==> config.mk <==
export PLATFORM = sky130hd
export DESIGN_NAME = http_request_ready_detector
export DESIGN_NICKNAME = d
export VERILOG_FILES = /design/src/hw/rtl/hrrd_pkg.sv /design/src/hw/rtl/hrrd_in_stage.sv /design/src/hw/rtl/hrrd_core.sv /design/src/hw/rtl/http_request_ready_detector.sv
export SDC_FILE = /design/constraint.sdc
export NUM_CORES = 1
export LEC_CHECK = 0
export ABC_AREA = 1
export BUFFER_PORTS_ARGS = -buffer_cell sky130_fd_sc_hd__buf_4
export CORE_ASPECT_RATIO = 1.1
export CORE_MARGIN = 3
export CORE_UTILIZATION = 60
export DETAILED_ROUTE_END_ITERATION = 16
export PLACE_DENSITY = 0.8
export SLEW_MARGIN = 20
export SYNTH_ARGS = -nofsm -noshare
export SYNTH_HDL_FRONTEND = slang
export SYNTH_SLANG_ARGS = --single-unit
==> constraint.sdc <==
create_clock -name i_clk -period 2.9 [get_ports i_clk]
set_input_delay 0.435 -clock i_clk [delete_from_list [all_inputs] [get_ports i_clk]]
set_output_delay 0.435 -clock i_clk [all_outputs]
set_load 0.01 [all_outputs]
==> src/hw/rtl/hrrd_pkg.sv <==
// Shared types, codes and character constants for the HTTP request ready detector.
package hrrd_pkg;

    // Operation codes carried with each input word.
    localparam logic [1:0] OP_BYTE  = 2'd0;
    localparam logic [1:0] OP_CLOSE = 2'd1;
    localparam logic [1:0] OP_NEW   = 2'd2;

    // Decision codes reported on the status output.
    localparam logic [1:0] ST_PENDING  = 2'd0;
    localparam logic [1:0] ST_COMPLETE = 2'd1;
    localparam logic [1:0] ST_MISMATCH = 2'd2;
    localparam logic [1:0] ST_FORCED   = 2'd3;

    // Characters of interest.
    localparam logic [7:0] CH_CR = 8'h0D;
    localparam logic [7:0] CH_LF = 8'h0A;
    localparam logic [7:0] CH_SP = 8'h20;
    localparam logic [7:0] CH_G  = 8'h47;
    localparam logic [7:0] CH_H  = 8'h48;
    localparam logic [7:0] CH_0  = 8'h30;
    localparam logic [7:0] CH_1  = 8'h31;

    // One input word as held in the input register.
    typedef struct packed {
        logic [1:0] op;
        logic [7:0] data_byte;
    } t_item;

    // Expected character after 'G' in "GET ".
    function automatic logic [7:0] get_tail(input logic [1:0] pos);
        logic [7:0] ch;
        unique case (pos)
            2'd0:    ch = 8'h45;   // 'E'
            2'd1:    ch = 8'h54;   // 'T'
            default: ch = CH_SP;
        endcase
        return ch;
    endfunction

    // Expected character after 'H' in "HEAD ".
    function automatic logic [7:0] head_tail(input logic [1:0] pos);
        logic [7:0] ch;
        unique case (pos)
            2'd0:    ch = 8'h45;   // 'E'
            2'd1:    ch = 8'h41;   // 'A'
            2'd2:    ch = 8'h44;   // 'D'
            default: ch = CH_SP;
        endcase
        return ch;
    endfunction

    // Expected character of the version prefix "HTTP/1.".
    function automatic logic [7:0] vers_prefix(input logic [2:0] pos);
        logic [7:0] ch;
        unique case (pos)
            3'd0:    ch = 8'h48;   // 'H'
            3'd1:    ch = 8'h54;   // 'T'
            3'd2:    ch = 8'h54;   // 'T'
            3'd3:    ch = 8'h50;   // 'P'
            3'd4:    ch = 8'h2F;   // '/'
            3'd5:    ch = 8'h31;   // '1'
            default: ch = 8'h2E;   // '.'
        endcase
        return ch;
    endfunction

endpackage

==> src/hw/rtl/hrrd_in_stage.sv <==
// Input register stage: holds one accepted word until the core takes it.
module hrrd_in_stage
    import hrrd_pkg::*;
(
    input  logic  i_clk,
    input  logic  i_rst_n,
    input  logic  i_valid,
    input  t_item i_item,
    input  logic  i_take,
    output logic  o_ready,
    output logic  o_valid,
    output t_item o_item
);

    logic  r_valid;
    t_item r_item;

    // The register frees up whenever it is empty or its word is taken this cycle.
    assign o_ready = !r_valid || i_take;

    // Valid flag.
    always_ff @(posedge i_clk) begin
        if (!i_rst_n) begin
            r_valid <= 1'b0;
        end else if (o_ready) begin
            r_valid <= i_valid;
        end
    end

    // Payload capture.
    always_ff @(posedge i_clk) begin
        if (o_ready && i_valid) begin
            r_item <= i_item;
        end
    end

    assign o_valid = r_valid;
    assign o_item  = r_item;

endmodule

==> src/hw/rtl/hrrd_core.sv <==
// Request parser state, per-word judgment and the result register.
module hrrd_core
    import hrrd_pkg::*;
(
    input  logic       i_clk,
    input  logic       i_rst_n,
    input  logic       i_fire,
    input  t_item      i_item,
    input  logic       i_version_check_enable,
    input  logic       i_out_take,
    output logic       o_valid,
    output logic [1:0] o_status
);

    typedef enum logic [2:0] {
        PH_METHOD_FIRST = 3'd0,
        PH_METHOD_REST  = 3'd1,
        PH_LINE_SCAN    = 3'd2,
        PH_VERSION      = 3'd3,
        PH_HEADERS      = 3'd4
    } t_phase;

    t_phase      r_phase,     n_phase;
    logic        r_is_head,   n_is_head;
    logic [2:0]  r_pos,       n_pos;
    logic [1:0]  r_runs,      n_runs;
    logic        r_in_run,    n_in_run;
    logic [23:0] r_last3,     n_last3;
    logic [1:0]  r_decision,  n_decision;
    logic        r_out_valid;

    // Next-state logic for one word.
    always_comb begin
        logic [7:0] b;
        logic [2:0] len;
        logic [2:0] pos_inc;
        logic [7:0] want;
        logic       method_end;

        b          = i_item.data_byte;
        len        = r_is_head ? 3'd4 : 3'd3;
        pos_inc    = r_pos + 3'd1;
        want       = r_is_head ? head_tail(r_pos[1:0])
                               : get_tail((r_pos < 3'd3) ? r_pos[1:0] : 2'd2);
        method_end = 1'b0;

        n_phase    = r_phase;
        n_is_head  = r_is_head;
        n_pos      = r_pos;
        n_runs     = r_runs;
        n_in_run   = r_in_run;
        n_last3    = r_last3;
        n_decision = r_decision;

        if (i_fire) begin
            if (i_item.op == OP_NEW) begin
                n_phase    = PH_METHOD_FIRST;
                n_is_head  = 1'b0;
                n_pos      = 3'd0;
                n_runs     = 2'd0;
                n_in_run   = 1'b0;
                n_last3    = 24'd0;
                n_decision = ST_PENDING;
            end else if (i_item.op == OP_CLOSE) begin
                if (r_decision == ST_PENDING) begin
                    n_decision = ST_FORCED;
                end
            end else if (i_item.op == OP_BYTE && r_decision == ST_PENDING) begin
                n_last3 = {r_last3[15:0], b};
                unique case (r_phase)
                    PH_METHOD_FIRST: begin
                        if (b == CH_G || b == CH_H) begin
                            n_is_head = (b == CH_H);
                            n_pos     = 3'd0;
                            n_phase   = PH_METHOD_REST;
                        end else begin
                            n_decision = ST_MISMATCH;
                        end
                    end
                    PH_METHOD_REST: begin
                        if (r_pos >= len) begin
                            method_end = 1'b1;
                        end else if (b != want) begin
                            n_decision = ST_MISMATCH;
                        end else if (pos_inc >= len) begin
                            method_end = 1'b1;
                        end else begin
                            n_pos = pos_inc;
                        end
                    end
                    PH_LINE_SCAN: begin
                        if (b == CH_SP) begin
                            if (!r_in_run) begin
                                if (r_runs != 2'd3) begin
                                    n_runs = r_runs + 2'd1;
                                end
                                n_in_run = 1'b1;
                            end
                        end else if (b == CH_CR || b == CH_LF) begin
                            n_decision = ST_MISMATCH;
                        end else if (r_runs >= 2'd2) begin
                            if (b == vers_prefix(3'd0)) begin
                                n_phase = PH_VERSION;
                                n_pos   = 3'd1;
                            end else begin
                                n_decision = ST_MISMATCH;
                            end
                        end else begin
                            n_in_run = 1'b0;
                        end
                    end
                    PH_VERSION: begin
                        if (r_pos != 3'd7) begin
                            if (b != vers_prefix(r_pos)) begin
                                n_decision = ST_MISMATCH;
                            end else begin
                                n_pos = pos_inc;
                            end
                        end else if (b == CH_0 || b == CH_1) begin
                            n_phase = PH_HEADERS;
                            n_pos   = 3'd0;
                        end else begin
                            n_decision = ST_MISMATCH;
                        end
                    end
                    default: begin
                        // End of headers: LF LF or LF CR LF at the tail.
                        if (n_last3[7:0] == CH_LF &&
                            (n_last3[15:8] == CH_LF ||
                             (n_last3[15:8] == CH_CR && n_last3[23:16] == CH_LF))) begin
                            n_decision = ST_COMPLETE;
                        end
                    end
                endcase

                // Method matched: either scan the request line or wait for headers.
                if (method_end) begin
                    n_pos = 3'd0;
                    if (i_version_check_enable) begin
                        n_phase  = PH_LINE_SCAN;
                        n_runs   = 2'd1;
                        n_in_run = 1'b1;
                    end else begin
                        n_phase = PH_HEADERS;
                    end
                end
            end
        end
    end

    // Parser state and decision; the decision register is the result payload.
    always_ff @(posedge i_clk) begin
        if (!i_rst_n) begin
            r_phase    <= PH_METHOD_FIRST;
            r_is_head  <= 1'b0;
            r_pos      <= 3'd0;
            r_runs     <= 2'd0;
            r_in_run   <= 1'b0;
            r_last3    <= 24'd0;
            r_decision <= ST_PENDING;
        end else begin
            r_phase    <= n_phase;
            r_is_head  <= n_is_head;
            r_pos      <= n_pos;
            r_runs     <= n_runs;
            r_in_run   <= n_in_run;
            r_last3    <= n_last3;
            r_decision <= n_decision;
        end
    end

    // Result valid flag.
    always_ff @(posedge i_clk) begin
        if (!i_rst_n) begin
            r_out_valid <= 1'b0;
        end else if (i_fire) begin
            r_out_valid <= 1'b1;
        end else if (i_out_take) begin
            r_out_valid <= 1'b0;
        end
    end

    assign o_valid  = r_out_valid;
    assign o_status = r_decision;

endmodule

==> src/hw/rtl/http_request_ready_detector.sv <==
// Top level of the HTTP request ready detector: handshakes, register and checks.
//
// Each input word carries one received byte, a buffer closed or full event, or a
// new-connection marker, and produces exactly one status word. A word passes
// through the input register and then the parser logic into the result register,
// from which its status word is offered. One word per cycle is sustained whenever
// the result side keeps up. The version check enable register is sampled when the
// method completes and resets to 1.
module http_request_ready_detector
    import hrrd_pkg::*;
(
    input  logic       i_clk,
    input  logic       i_rst_n,
    input  logic       i_valid,
    output logic       o_ready,
    input  logic [1:0] i_op,
    input  logic [7:0] i_data_byte,
    output logic       o_valid,
    input  logic       i_ready,
    output logic [1:0] o_status,
    input  logic       i_cfg_we,
    input  logic       i_cfg_wdata
);

    logic  r_version_check_enable;
    t_item w_in_item;
    t_item w_held_item;
    logic  w_held_valid;
    logic  w_out_valid;
    logic  w_fire;

    assign w_in_item.op        = i_op;
    assign w_in_item.data_byte = i_data_byte;

    // Configuration register.
    always_ff @(posedge i_clk) begin
        if (!i_rst_n) begin
            r_version_check_enable <= 1'b1;
        end else if (i_cfg_we) begin
            r_version_check_enable <= i_cfg_wdata;
        end
    end

    // The core takes a held word when the result register is free or being emptied.
    assign w_fire = w_held_valid && (!w_out_valid || i_ready);

    hrrd_in_stage u_in_stage (
        .i_clk   (i_clk),
        .i_rst_n (i_rst_n),
        .i_valid (i_valid),
        .i_item  (w_in_item),
        .i_take  (w_fire),
        .o_ready (o_ready),
        .o_valid (w_held_valid),
        .o_item  (w_held_item)
    );

    hrrd_core u_core (
        .i_clk                  (i_clk),
        .i_rst_n                (i_rst_n),
        .i_fire                 (w_fire),
        .i_item                 (w_held_item),
        .i_version_check_enable (r_version_check_enable),
        .i_out_take             (i_ready),
        .o_valid                (w_out_valid),
        .o_status               (o_status)
    );

    assign o_valid = w_out_valid;

    // A new connection always reports pending.
    a_new_pending: assert property (@(posedge i_clk) disable iff (!i_rst_n)
        (w_fire && w_held_item.op == OP_NEW) |=> (o_valid && o_status == ST_PENDING))
        else $error("new connection did not report pending");

    // Closed or full while pending forces delivery.
    a_close_forces: assert property (@(posedge i_clk) disable iff (!i_rst_n)
        (w_fire && w_held_item.op == OP_CLOSE && o_status == ST_PENDING)
        |=> (o_status == ST_FORCED))
        else $error("closed or full event did not force delivery");

    // A made decision holds for everything but a new connection.
    a_decision_sticky: assert property (@(posedge i_clk) disable iff (!i_rst_n)
        (w_fire && w_held_item.op != OP_NEW && o_status != ST_PENDING) |=> $stable(o_status))
        else $error("decision changed without a new connection");

    // Back pressure on the input only while a word is held.
    a_stall_held: assert property (@(posedge i_clk) disable iff (!i_rst_n)
        !o_ready |-> w_held_valid)
        else $error("input stalled with an empty input register");

endmodule

==> results of run 1 <==
==> worst paths after layout <==
| check | startpoint | endpoint |
|---|---|---|
| max | u_in_stage.o_item[8]$_DFFE_PP_ | u_core.r_phase[0]$_SDFFE_PN0P_ |
| min reg2reg | u_core.r_last3[12]$_SDFFE_PN0P_ | u_core.r_last3[12]$_SDFFE_PN0P_ |
| max reg2reg | u_in_stage.o_item[8]$_DFFE_PP_ | u_core.r_phase[0]$_SDFFE_PN0P_ |
| min | i_op[1] | u_in_stage.o_item[9]$_DFFE_PP_ |
==> layout by cell type (no fill, tap or decap), drive strengths merged <==
cell    count
a21boi      1
a21oi      35
buf        22
clkbuf      6
clkinv      2
dfxtp      31
edfxtp     10
ha         16
inv        48
nand2     119
nand3      36
nand3b      4
nand4       7
nor2       51
nor3       10
nor4        1
o211ai      3
o21a        1
o21ai      16
or4         1
xor2        3
==> cell families after synthesis <==
logic type | synth area share (%)
AND/OR/NAND/NOR | 38.4
AO/OA/AOI/OAI | 11.6
buffers and inverters | 7.86
flip-flops | 33.8
adder cells (fa/ha/maj) | 7.35
XOR/XNOR | 0.965
==> per-stage QoR <==
stage               utilization [%]  instances  total power [mW]  hold WS (ps)  area [sq um]
floorplan                         -        401             0.731           445          2720
global placement               67.2        469             0.774           454          2920
detailed placement             67.2        469             0.779           459          2920
CTS                            69.7        477              1.21           305          3030
global route                   69.7        477              1.26           300          3030
finish                         69.7        477              1.20           310          3030
==> routing by layer <==
metal | up-vias | share of wire (%) | GRT usage (%)
met5 | - | 0 | 0
met4 | 0 | 1.8 | 8.62
met3 | 12 | 5.3 | 3.80
met2 | 75 | 50 | 41.1
met1 | 1237 | 43 | 30.5
li1 | 1350 | - | -
==> final cells by class <==
type | count | area, sq um | share of cell area, %
Multi-Input combinational cell | 304 | 1590 | 52.4
Timing Repair Buffer | 22 | 165 | 5.45
Tap cell | 54 | 67.6 | 2.23
Clock inverter | 2 | 15.0 | 0.495
Inverter | 48 | 180 | 5.95
Clock buffer | 6 | 93.8 | 3.10
Sequential cell | 41 | 921 | 30.4
==> flip-flops by register name, summed over array words and instances, names as in the netlist <==
signal,count
u_core.r_last3,16
u_core.r_runs,2
u_core.o_valid,1
u_in_stage.o_item,10
u_core.r_phase,3
u_core.r_in_run,1
u_core.o_status,2
u_core.r_pos,3
u_core.r_is_head,1
u_in_stage.o_valid,1
r_version_check_enable,1
==> power by group <==
group | total [mW] | internal (mW) | leakage [nW] | switching (mW)
Clock | 0.432 | 0.224 | 0.0569 | 0.209
Sequential | 0.624 | 0.603 | 0.349 | 0.0205
Combinational | 0.144 | 0.0560 | 0.936 | 0.0879
Total | 1.20 | 0.883 | 1.34 | 0.317
==> impl_metrics.json, run 1 <==
{
  "outcome": "completed",
  "start_util_pct": 62.6,
  "num_antenna_cells": 0,
  "post_cts_hold_buffer_count": 0,
  "crit_path_category": "register to register",
  "worstSetupPathDepth": 14,
  "power.leakage_nw": 1.34,
  "drv.max_cap_violation_count": 0,
  "clock_path_buffers": 2,
  "cpLargestDelayFamily": "simple AND/OR/NAND/NOR gates",
  "firstDrtPassIters": 5,
  "drt_first_iter_violations": 220,
  "fill_cells": 377,
  "postSynthNetCount": 433,
  "wirelength_um": 6210,
  "ys_top_cells_by_area": "sky130_fd_sc_hd__dfxtp_1 23%, sky130_fd_sc_hd__nand2_1 15%, sky130_fd_sc_hd__edfxtp_1 11%",
  "nNetsFinal": 454,
  "port_buffers": 19,
  "grt_start_max_net_pins": 27,
  "cp_slowest_cell": "sky130_fd_sc_hd__ha_1",
  "synth_largest_area_cell": "sky130_fd_sc_hd__dfxtp_1",
  "yosysUniqueCellTypes": 33,
  "synth-async-reset-ratio_pct": 0,
  "std_cell_rows": 25,
  "fin_tns_setup_ps": 0,
  "postSynthCellCount": 401,
  "synth_enable_flop_cells": 10,
  "place_worst_setup_slack_ps": 440,
  "post_synth.cell_area_avg_sq_um": 6.79,
  "cts_made_buffers": 5,
  "synthDominantCellAreaShare_pct": 22.8,
  "timing.critical_path.required_ps": 3120,
  "worst-endpoint-arrival_ps": 2730,
  "cp-end-kind": "register",
  "grt.overflow.total": 0,
  "route.antenna.remaining_nets": 0,
  "timing.hold.worst.class": "input pin to register",
  "full_die_area_sq_mm": 0.00538,
  "achievable-frequency_ghz": 0.399,
  "chipHeight_um": 76.7,
  "worst_setup_hold_path_clk_slew_ps": 80,
  "clock_sinks": 41,
  "hold_violations": 0,
  "rsz0062_at_grt": "false",
  "post_cts_resize_count": 0,
  "layout-drive-gt1-share_pct": 15.6,
  "buffers_inserted_during_post_cts_setup_optimization": 0,
  "gp_congestion": 0.939,
  "remaining_drc_errors": 0,
  "grt_pass1_wl_um": 10600,
  "pin_count": 20,
  "slew_violations": 0,
  "crit_share_post_route_pct": 86.3,
  "yosys_most_used_dff": "sky130_fd_sc_hd__dfxtp_1",
  "worst_path_largest_cell_delay_ps": 510,
  "cellPowerDensity_mw_per_mm2": 396,
  "ys_seq_area_share_pct": 33.8,
  "yosys_register_bits": 41,
  "cp_max_fo": 13,
  "worstMarginPinSlew_ps": 727,
  "max-slew-margin-rel_pct": 51.3,
  "grt_pass1_vias": 2414,
  "place_hpwl_um": 4730,
  "syn_to_final_growth_pct": 11.3,
  "grt_usage_pct": 24.1,
  "placeableCoreArea_sq_mm": 0.00435,
  "worst-r2r-cell-count": 14,
  "synth.yosys.warnings": 0,
  "clock_skew_ps": 5.59,
  "synth_area_sq_mm": 0.00272,
  "synth.cells.most_frequent": "112 x sky130_fd_sc_hd__nand2_1, 45 x sky130_fd_sc_hd__nor2_1, 37 x sky130_fd_sc_hd__inv_1",
  "critPathLaunchType": "register",
  "r2r_slack_ps": 400,
  "synth.most_common_cell": "sky130_fd_sc_hd__nand2_1",
  "antenna_found_initial": 0,
  "dieWidth_um": 70.2,
  "worstPathBufferInverterCount": 2,
  "report.final.setup_viol": 0,
  "worstHoldPathCells": 1,
  "post_drt_wl_per_cell_um": 13.0,
  "route.detailed.vias_per_inst": 5.61,
  "setup_slack_ps": 397,
  "worstSkewPairLatency_ps": 290,
  "critical_path.cell_chain": "inv_1 > ha_1 > inv_2 > nand2_1 > nand2_1 > nor2_1 > nand2_1 > a21oi_1 > nand2_1 > nor2_4 > nand3_2 > nor2_1 > nor2_1 > nor2_1",
  "dr_total_vias": 2674,
  "cts_root_cell": "sky130_fd_sc_hd__clkbuf_8",
  "clock_tree.htree_level_count": 2,
  "vdd_ir_drop_max_mv": 0.357,
  "timing.final.crit_period_ps": 2500,
  "tritoncts": "done"
}
Power figures use the tool's default switching activity.
==> run 2, diff against run 1 <==
--- a/config.mk
+++ b/config.mk
@@ -6,12 +6,12 @@
 export NUM_CORES = 1
 export LEC_CHECK = 0
 export ABC_AREA = 1
-export BUFFER_PORTS_ARGS = -buffer_cell sky130_fd_sc_hd__buf_4
 export CORE_ASPECT_RATIO = 1.1
 export CORE_MARGIN = 3
-export CORE_UTILIZATION = 60
+export CORE_UTILIZATION = 64
 export DETAILED_ROUTE_END_ITERATION = 16
-export PLACE_DENSITY = 0.8
+export DONT_BUFFER_PORTS = 1
+export PLACE_DENSITY = 0.81
 export SLEW_MARGIN = 20
 export SYNTH_ARGS = -nofsm -noshare
 export SYNTH_HDL_FRONTEND = slang
==> constraint.sdc (replaced) <==
create_clock -name i_clk -period 2.9 [get_ports i_clk]
set_input_delay 0.145 -clock i_clk [delete_from_list [all_inputs] [get_ports i_clk]]
set_output_delay 0.145 -clock i_clk [all_outputs]
set_load 0.01 [all_outputs]
==> run 2 against run 1 <==
Routed wire length rose by 1.3%; register-to-register slack improved by 130 ps; critical path depth unchanged; flip-flop and latch count did not move; die area decreased by 5.7%; setup slack better by 130 ps; non-clock buffer count fell by 6; clock skew grew 8.6 ps; combinational power fell by 5%; sequential power about the same; clock power decreased by 10%; hold slack got worse by 310 ps.
==> impl_metrics.json, run 2 (same netlist as run 1, synthesis figures left out) <==
{
  "place_worst_setup_slack_ps": 573,
  "placed_area_sq_mm": 0.00278,
  "buffers_inserted_during_post_cts_setup_optimization": 0,
  "cts_made_buffers": 5,
  "grt_usage_pct": 27.6,
  "crit_path_category": "register to register",
  "top_register": "u_core.r_last3",
  "worstPathBufferInverterCount": 3,
  "worst_path_largest_cell_delay_ps": 510,
  "switching_share_pct": 28.2,
  "core_util_final_pct": 74.4,
  "worst_setup_hold_path_clk_slew_ps": 90,
  "route.antenna.remaining_nets": 0,
  "power_switching_uw": 325,
  "clock_path_buffers": 2,
  "wirelength_um": 6290,
  "hold_violations": 0,
  "grt.overflow.total": 0,
  "critical_path.cell_chain": "inv_2 > ha_1 > inv_1 > ha_1 > nand2_1 > o211ai_1 > nand4_1 > nand2_1 > nand3_2 > nand2_1 > inv_1 > nor2_1 > nor2_1 > nor2_1",
  "start_util_pct": 67.7,
  "total_power_mw": 1.15,
  "place_hpwl_um": 4590,
  "antenna_found_initial": 0,
  "finalInstanceArea_sq_mm": 0.00300,
  "tritoncts": "done",
  "mostFrequentLayoutCell": "sky130_fd_sc_hd__nand2_1",
  "power_frac_clock_pct": 33.8,
  "layout-drive-gt1-share_pct": 11.3,
  "placeableCoreArea_sq_mm": 0.00402,
  "fin_tns_setup_ps": 0,
  "worstSkewPairLatency_ps": 300,
  "vdd_ir_drop_max_mv": 0.333,
  "crit_share_post_route_pct": 81.8,
  "pin_count": 20,
  "syn_to_final_growth_pct": 10.0,
  "clock_tree.htree_level_count": 2,
  "timing.hold.worst.class": "input pin to register",
  "outcome": "completed",
  "slew_violations": 0,
  "std_cell_rows": 24,
  "cp_slowest_cell": "sky130_fd_sc_hd__dfxtp_1",
  "rsz0062_at_grt": "false",
  "cpLargestDelayFamily": "simple AND/OR/NAND/NOR gates",
  "cts_root_cell": "sky130_fd_sc_hd__clkbuf_8",
  "grt_pass1_wl_um": 10600,
  "grt_start_max_net_pins": 27,
  "dieWidth_um": 68.2,
  "firstDrtPassIters": 5,
  "cellPowerDensity_mw_per_mm2": 385,
  "setup_slack_ps": 529,
  "drt_first_iter_violations": 173,
  "max-slew-margin-rel_pct": 50.9,
  "cp_max_fo": 7,
  "drv.max_cap_violation_count": 0,
  "clock_skew_ps": 14.2,
  "largest_register_ffs": 16,
  "achievable-frequency_ghz": 0.422,
  "mostFrequentLayoutCells": "112 x sky130_fd_sc_hd__nand2_1, 45 x sky130_fd_sc_hd__nor2_1, 37 x sky130_fd_sc_hd__inv_1",
  "sequentialPowerShare_pct": 54.3,
  "cp-end-kind": "register",
  "num_antenna_cells": 0,
  "report.final.setup_viol": 0,
  "post_drt_wl_per_cell_um": 13.4,
  "port_buffers": 0,
  "timing.critical_path.required_ps": 3120,
  "remaining_drc_errors": 0,
  "worst-endpoint-arrival_ps": 2590,
  "grt_pass1_vias": 2444,
  "clock_sinks": 41,
  "gp_congestion": 0.878,
  "worstMarginPinSlew_ps": 732,
  "dr_total_vias": 2552,
  "comb_power_share_pct": 11.9,
  "power.leakage_nw": 1.29,
  "chipHeight_um": 74.4,
  "critPathLaunchType": "register",
  "nNetsFinal": 448,
  "route.detailed.vias_per_inst": 5.44,
  "full_die_area_sq_mm": 0.00507,
  "p_int_uw": 827,
  "timing.final.crit_period_ps": 2370
}
==> run 2: cell types whose count changed in the layout (fill, tap and decap cells not counted) <==
cell and change:
sky130_fd_sc_hd__dlygate4sd3_1 +13, sky130_fd_sc_hd__clkinv_2 +1, sky130_fd_sc_hd__clkinv_4 -1, sky130_fd_sc_hd__inv_6 +1
sky130_fd_sc_hd__clkbuf_16 -1, sky130_fd_sc_hd__buf_4 -19
==> run 2: final timing paths <==
path | startpoint | end | slack [ps] | cells after the start
max | u_core.r_pos[2]$_SDFFE_PN0P_ | u_core.r_phase[1]$_SDFFE_PN0P_ | 530 | 14
min | i_valid | u_in_stage.o_valid$_SDFFE_PN0N_ | 5 | 2
max reg2reg | u_core.r_pos[2]$_SDFFE_PN0P_ | u_core.r_phase[1]$_SDFFE_PN0P_ | 530 | 14
min reg2reg | u_core.r_last3[11]$_SDFFE_PN0P_ | u_core.r_last3[11]$_SDFFE_PN0P_ | 470 | 2
==> run 2: layout make-up <==
| class | instances | area (sq um) |
|---|---|---|
| fillers | 343 | 1030 |
| flip-flops and latches | 41 | 921 |
| multi-input cells | 304 | 1590 |
| clock buffers | 5 | 68.8 |
| repair buffers | 16 | 153 |
| well taps | 52 | 65.1 |
| inverters | 48 | 180 |
| clock inverters | 3 | 20.0 |
==> run 2: stage by stage <==
stage               instances  hold slack [ps]
floorplan                 401              244
global placement          448              244
detailed placement        448              244
CTS                       469            0.587
global route              469             2.37
finish                    469             5.05
==> run 2: repair_timing <==
item / in CTS / in global routing
resized for setup: 0 / 0
hold endpoints to repair: 16 / 0
hold buffers: 13 / 0
==> run 2: layer usage <==
layer,vias to the layer above,GRT usage (%),routed length [um]
met5,-,0,0
met4,0,9.49,136
met3,12,5.89,230
met2,51,48.0,3130
met1,1160,33.6,2800
li1,1329,-,-
==> run 2: worst register-to-register path, delay by kind of cell (launching register included) <==
family | cells | cell delay, ps
and+or+nand+nor | 8 | 760
adders and majority gates | 2 | 610
DFF | 1 | 510
buffers and inverters | 3 | 230
AOI/OAI and AO/OA | 1 | 200
==> run 2: power groups by stage <==
stage,sequential [mW],combinational [mW],clock (mW)
6_report,0.626,0.137,0.389
5_1_grt,0.628,0.156,0.413
4_1_cts,0.626,0.136,0.395
3_5_place_dp,0.639,0.120,0
3_3_place_gp,0.638,0.117,0
2_1_floorplan,0.631,0.0996,0
==> run 3, diff against run 2 <==
==> constraint.sdc (replaced) <==
create_clock -name i_clk -period 2.4 [get_ports i_clk]
set_input_delay 0.12 -clock i_clk [delete_from_list [all_inputs] [get_ports i_clk]]
set_output_delay 0.12 -clock i_clk [all_outputs]
set_load 0.01 [all_outputs]
==> run 3 against run 2 <==
Combinational power up 22%; cell count is 0.64% higher; maximum frequency rose by 4.7%; critical path depth stayed put; setup slack worse by 390 ps; clock power grew 34%; largest cell class unchanged; core utilization is 1.8 points higher.
==> impl_metrics.json, run 3 (same netlist as run 1, synthesis figures left out) <==
{
  "outcome": "completed",
  "grt.overflow.total": 0,
  "grt_start_max_net_pins": 27,
  "gp_congestion": 0.896,
  "top_register": "u_core.r_last3",
  "fin_tns_setup_ps": 0,
  "nNetsFinal": 451,
  "start_util_pct": 67.7,
  "report.final.setup_viol": 0,
  "grt_pass1_vias": 2512,
  "layout-drive-gt1-share_pct": 12.9,
  "worstSkewPairLatency_ps": 300,
  "largest_register_ffs": 16,
  "p_int_mw": 1.06,
  "dieWidth_um": 68.2,
  "clock_sinks": 41,
  "placeableCoreArea_sq_mm": 0.00402,
  "std_cell_rows": 24,
  "comb_power_share_pct": 11.6,
  "syn_to_final_growth_pct": 12.7,
  "cellPowerDensity_mw_per_mm2": 471,
  "mostFrequentLayoutCell": "sky130_fd_sc_hd__nand2_1",
  "timing.hold.worst.class": "input pin to register",
  "cp_max_fo": 7,
  "crit_share_post_route_pct": 94.4,
  "firstDrtPassIters": 4,
  "worst_setup_hold_path_clk_slew_ps": 80,
  "mostFrequentLayoutCells": "110 x sky130_fd_sc_hd__nand2_1, 45 x sky130_fd_sc_hd__nor2_1, 37 x sky130_fd_sc_hd__inv_1",
  "worstMarginPinSlew_ps": 713,
  "achievable-frequency_ghz": 0.442,
  "route.antenna.remaining_nets": 0,
  "worst-endpoint-arrival_ps": 2490,
  "switching_share_pct": 26.3,
  "place_hpwl_um": 4570,
  "port_buffers": 0,
  "crit_path_category": "register to register",
  "antenna_found_initial": 0,
  "clock_path_buffers": 2,
  "hold_violations": 0,
  "dr_total_vias": 2581,
  "route.detailed.vias_per_inst": 5.47,
  "fill_cells": 325,
  "post_drt_wl_per_cell_um": 13.1,
  "full_die_area_sq_mm": 0.00507,
  "clock_skew_ps": 3.38,
  "rsz0062_at_grt": "false",
  "buffers_inserted_during_post_cts_setup_optimization": 0,
  "remaining_drc_errors": 0,
  "place.detailed.instances": 450,
  "cp-end-kind": "register",
  "slew_violations": 0,
  "cts_root_cell": "sky130_fd_sc_hd__clkbuf_8",
  "timing.critical_path.required_ps": 2630,
  "cts_made_buffers": 5,
  "total_power_mw": 1.44,
  "num_antenna_cells": 0,
  "sequentialPowerShare_pct": 52.3,
  "timing.final.crit_period_ps": 2260,
  "drt_first_iter_violations": 191,
  "critPathLaunchType": "register",
  "power_switching_uw": 380,
  "final-instance-count-excl-fill": 472,
  "clock_tree.htree_level_count": 2,
  "vdd_ir_drop_max_mv": 0.444,
  "max-slew-margin-rel_pct": 52.2,
  "pin_count": 20,
  "power_frac_clock_pct": 36.1,
  "chipHeight_um": 74.4,
  "tritoncts": "done",
  "grt_usage_pct": 27.2,
  "drv.max_cap_violation_count": 0,
  "grt_pass1_wl_um": 10500,
  "power.leakage_nw": 1.32,
  "wirelength_um": 6170
}
==> run 3: changes by cell type in the layout (fill, tap and decap cells not counted), moves of 2 or more <==
cell,change
sky130_fd_sc_hd__buf_4,+2
sky130_fd_sc_hd__dfxtp_1,-2
sky130_fd_sc_hd__dfxtp_2,+2
sky130_fd_sc_hd__nand2_1,-2
sky130_fd_sc_hd__nand2_2,+2
==> run 3: worst paths after layout <==
| kind | startpoint | endpoint | slack (ps) | cells after the start |
|---|---|---|---|---|
| min reg2reg | u_core.r_last3[12]$_SDFFE_PN0P_ | u_core.r_last3[12]$_SDFFE_PN0P_ | 470 | 2 |
| max reg2reg | u_core.r_pos[0]$_SDFFE_PN0P_ | u_core.r_phase[2]$_SDFFE_PN0P_ | 140 | 14 |
| max | u_core.r_pos[0]$_SDFFE_PN0P_ | u_core.r_phase[2]$_SDFFE_PN0P_ | 140 | 14 |
| min | i_ready | u_core.o_valid$_SDFFE_PN0P_ | 10 | 3 |
==> run 3: critical path, stage by stage, from the launching register on <==
cell and delay, ps:
sky130_fd_sc_hd__dfxtp_2 360, sky130_fd_sc_hd__ha_1 220, sky130_fd_sc_hd__ha_1 280, sky130_fd_sc_hd__inv_1 70
sky130_fd_sc_hd__ha_4 280, sky130_fd_sc_hd__nand2_1 50, sky130_fd_sc_hd__o211ai_1 200, sky130_fd_sc_hd__nand4_1 140
sky130_fd_sc_hd__nand2_2 110, sky130_fd_sc_hd__nand2_1 110, sky130_fd_sc_hd__nand2_2 100, sky130_fd_sc_hd__nand2_1 50
sky130_fd_sc_hd__nor2_1 90, sky130_fd_sc_hd__nor2_1 50, sky130_fd_sc_hd__nor2_1 70
==> run 3: area by class of cell <==
type	instances	area, sq um	area share [%]
Clock buffer	7	97.6	3.18
Clock inverter	1	8.76	0.285
Inverter	48	180	5.87
Multi-Input combinational cell	304	1620	52.7
Sequential cell	41	923	30.1
Tap cell	52	65.1	2.12
Timing Repair Buffer	19	178	5.79
==> run 3: per-layer routing <==
metal	global-route usage (%)	part of all wire [%]
met5	0	0
met4	8.83	1.6
met3	6.19	3.1
met2	49.5	51
met1	30.9	45
==> run 3: what timing repair did <==
item	CTS	global route
endpoints found under the hold margin	17	0
hold buffers	14	0
setup endpoints to repair	0	10
resized for setup	0	7
==> run 3: power by group through the flow <==
| stage | clock network (mW) | logic [mW] | registers, mW |
|---|---|---|---|
| 6_report | 0.522 | 0.167 | 0.756 |
| 5_1_grt | 0.553 | 0.190 | 0.759 |
| 4_1_cts | 0.522 | 0.165 | 0.755 |
| 3_5_place_dp | 0 | 0.145 | 0.771 |
| 3_3_place_gp | 0 | 0.143 | 0.771 |
| 2_1_floorplan | 0 | 0.120 | 0.763 |
==> run 3: stage by stage <==
stage	cell area (sq um)	utilization, %	setup WS [ps]	hold WS, ps
final	3070	76.3	136	12.1
after global routing	3070	76.3	15.4	25.4
after floorplan	2720	-	335	219
after CTS	3040	75.5	117	7.15
after detailed placement	2790	69.4	124	219
after global placement	2790	69.4	204	219
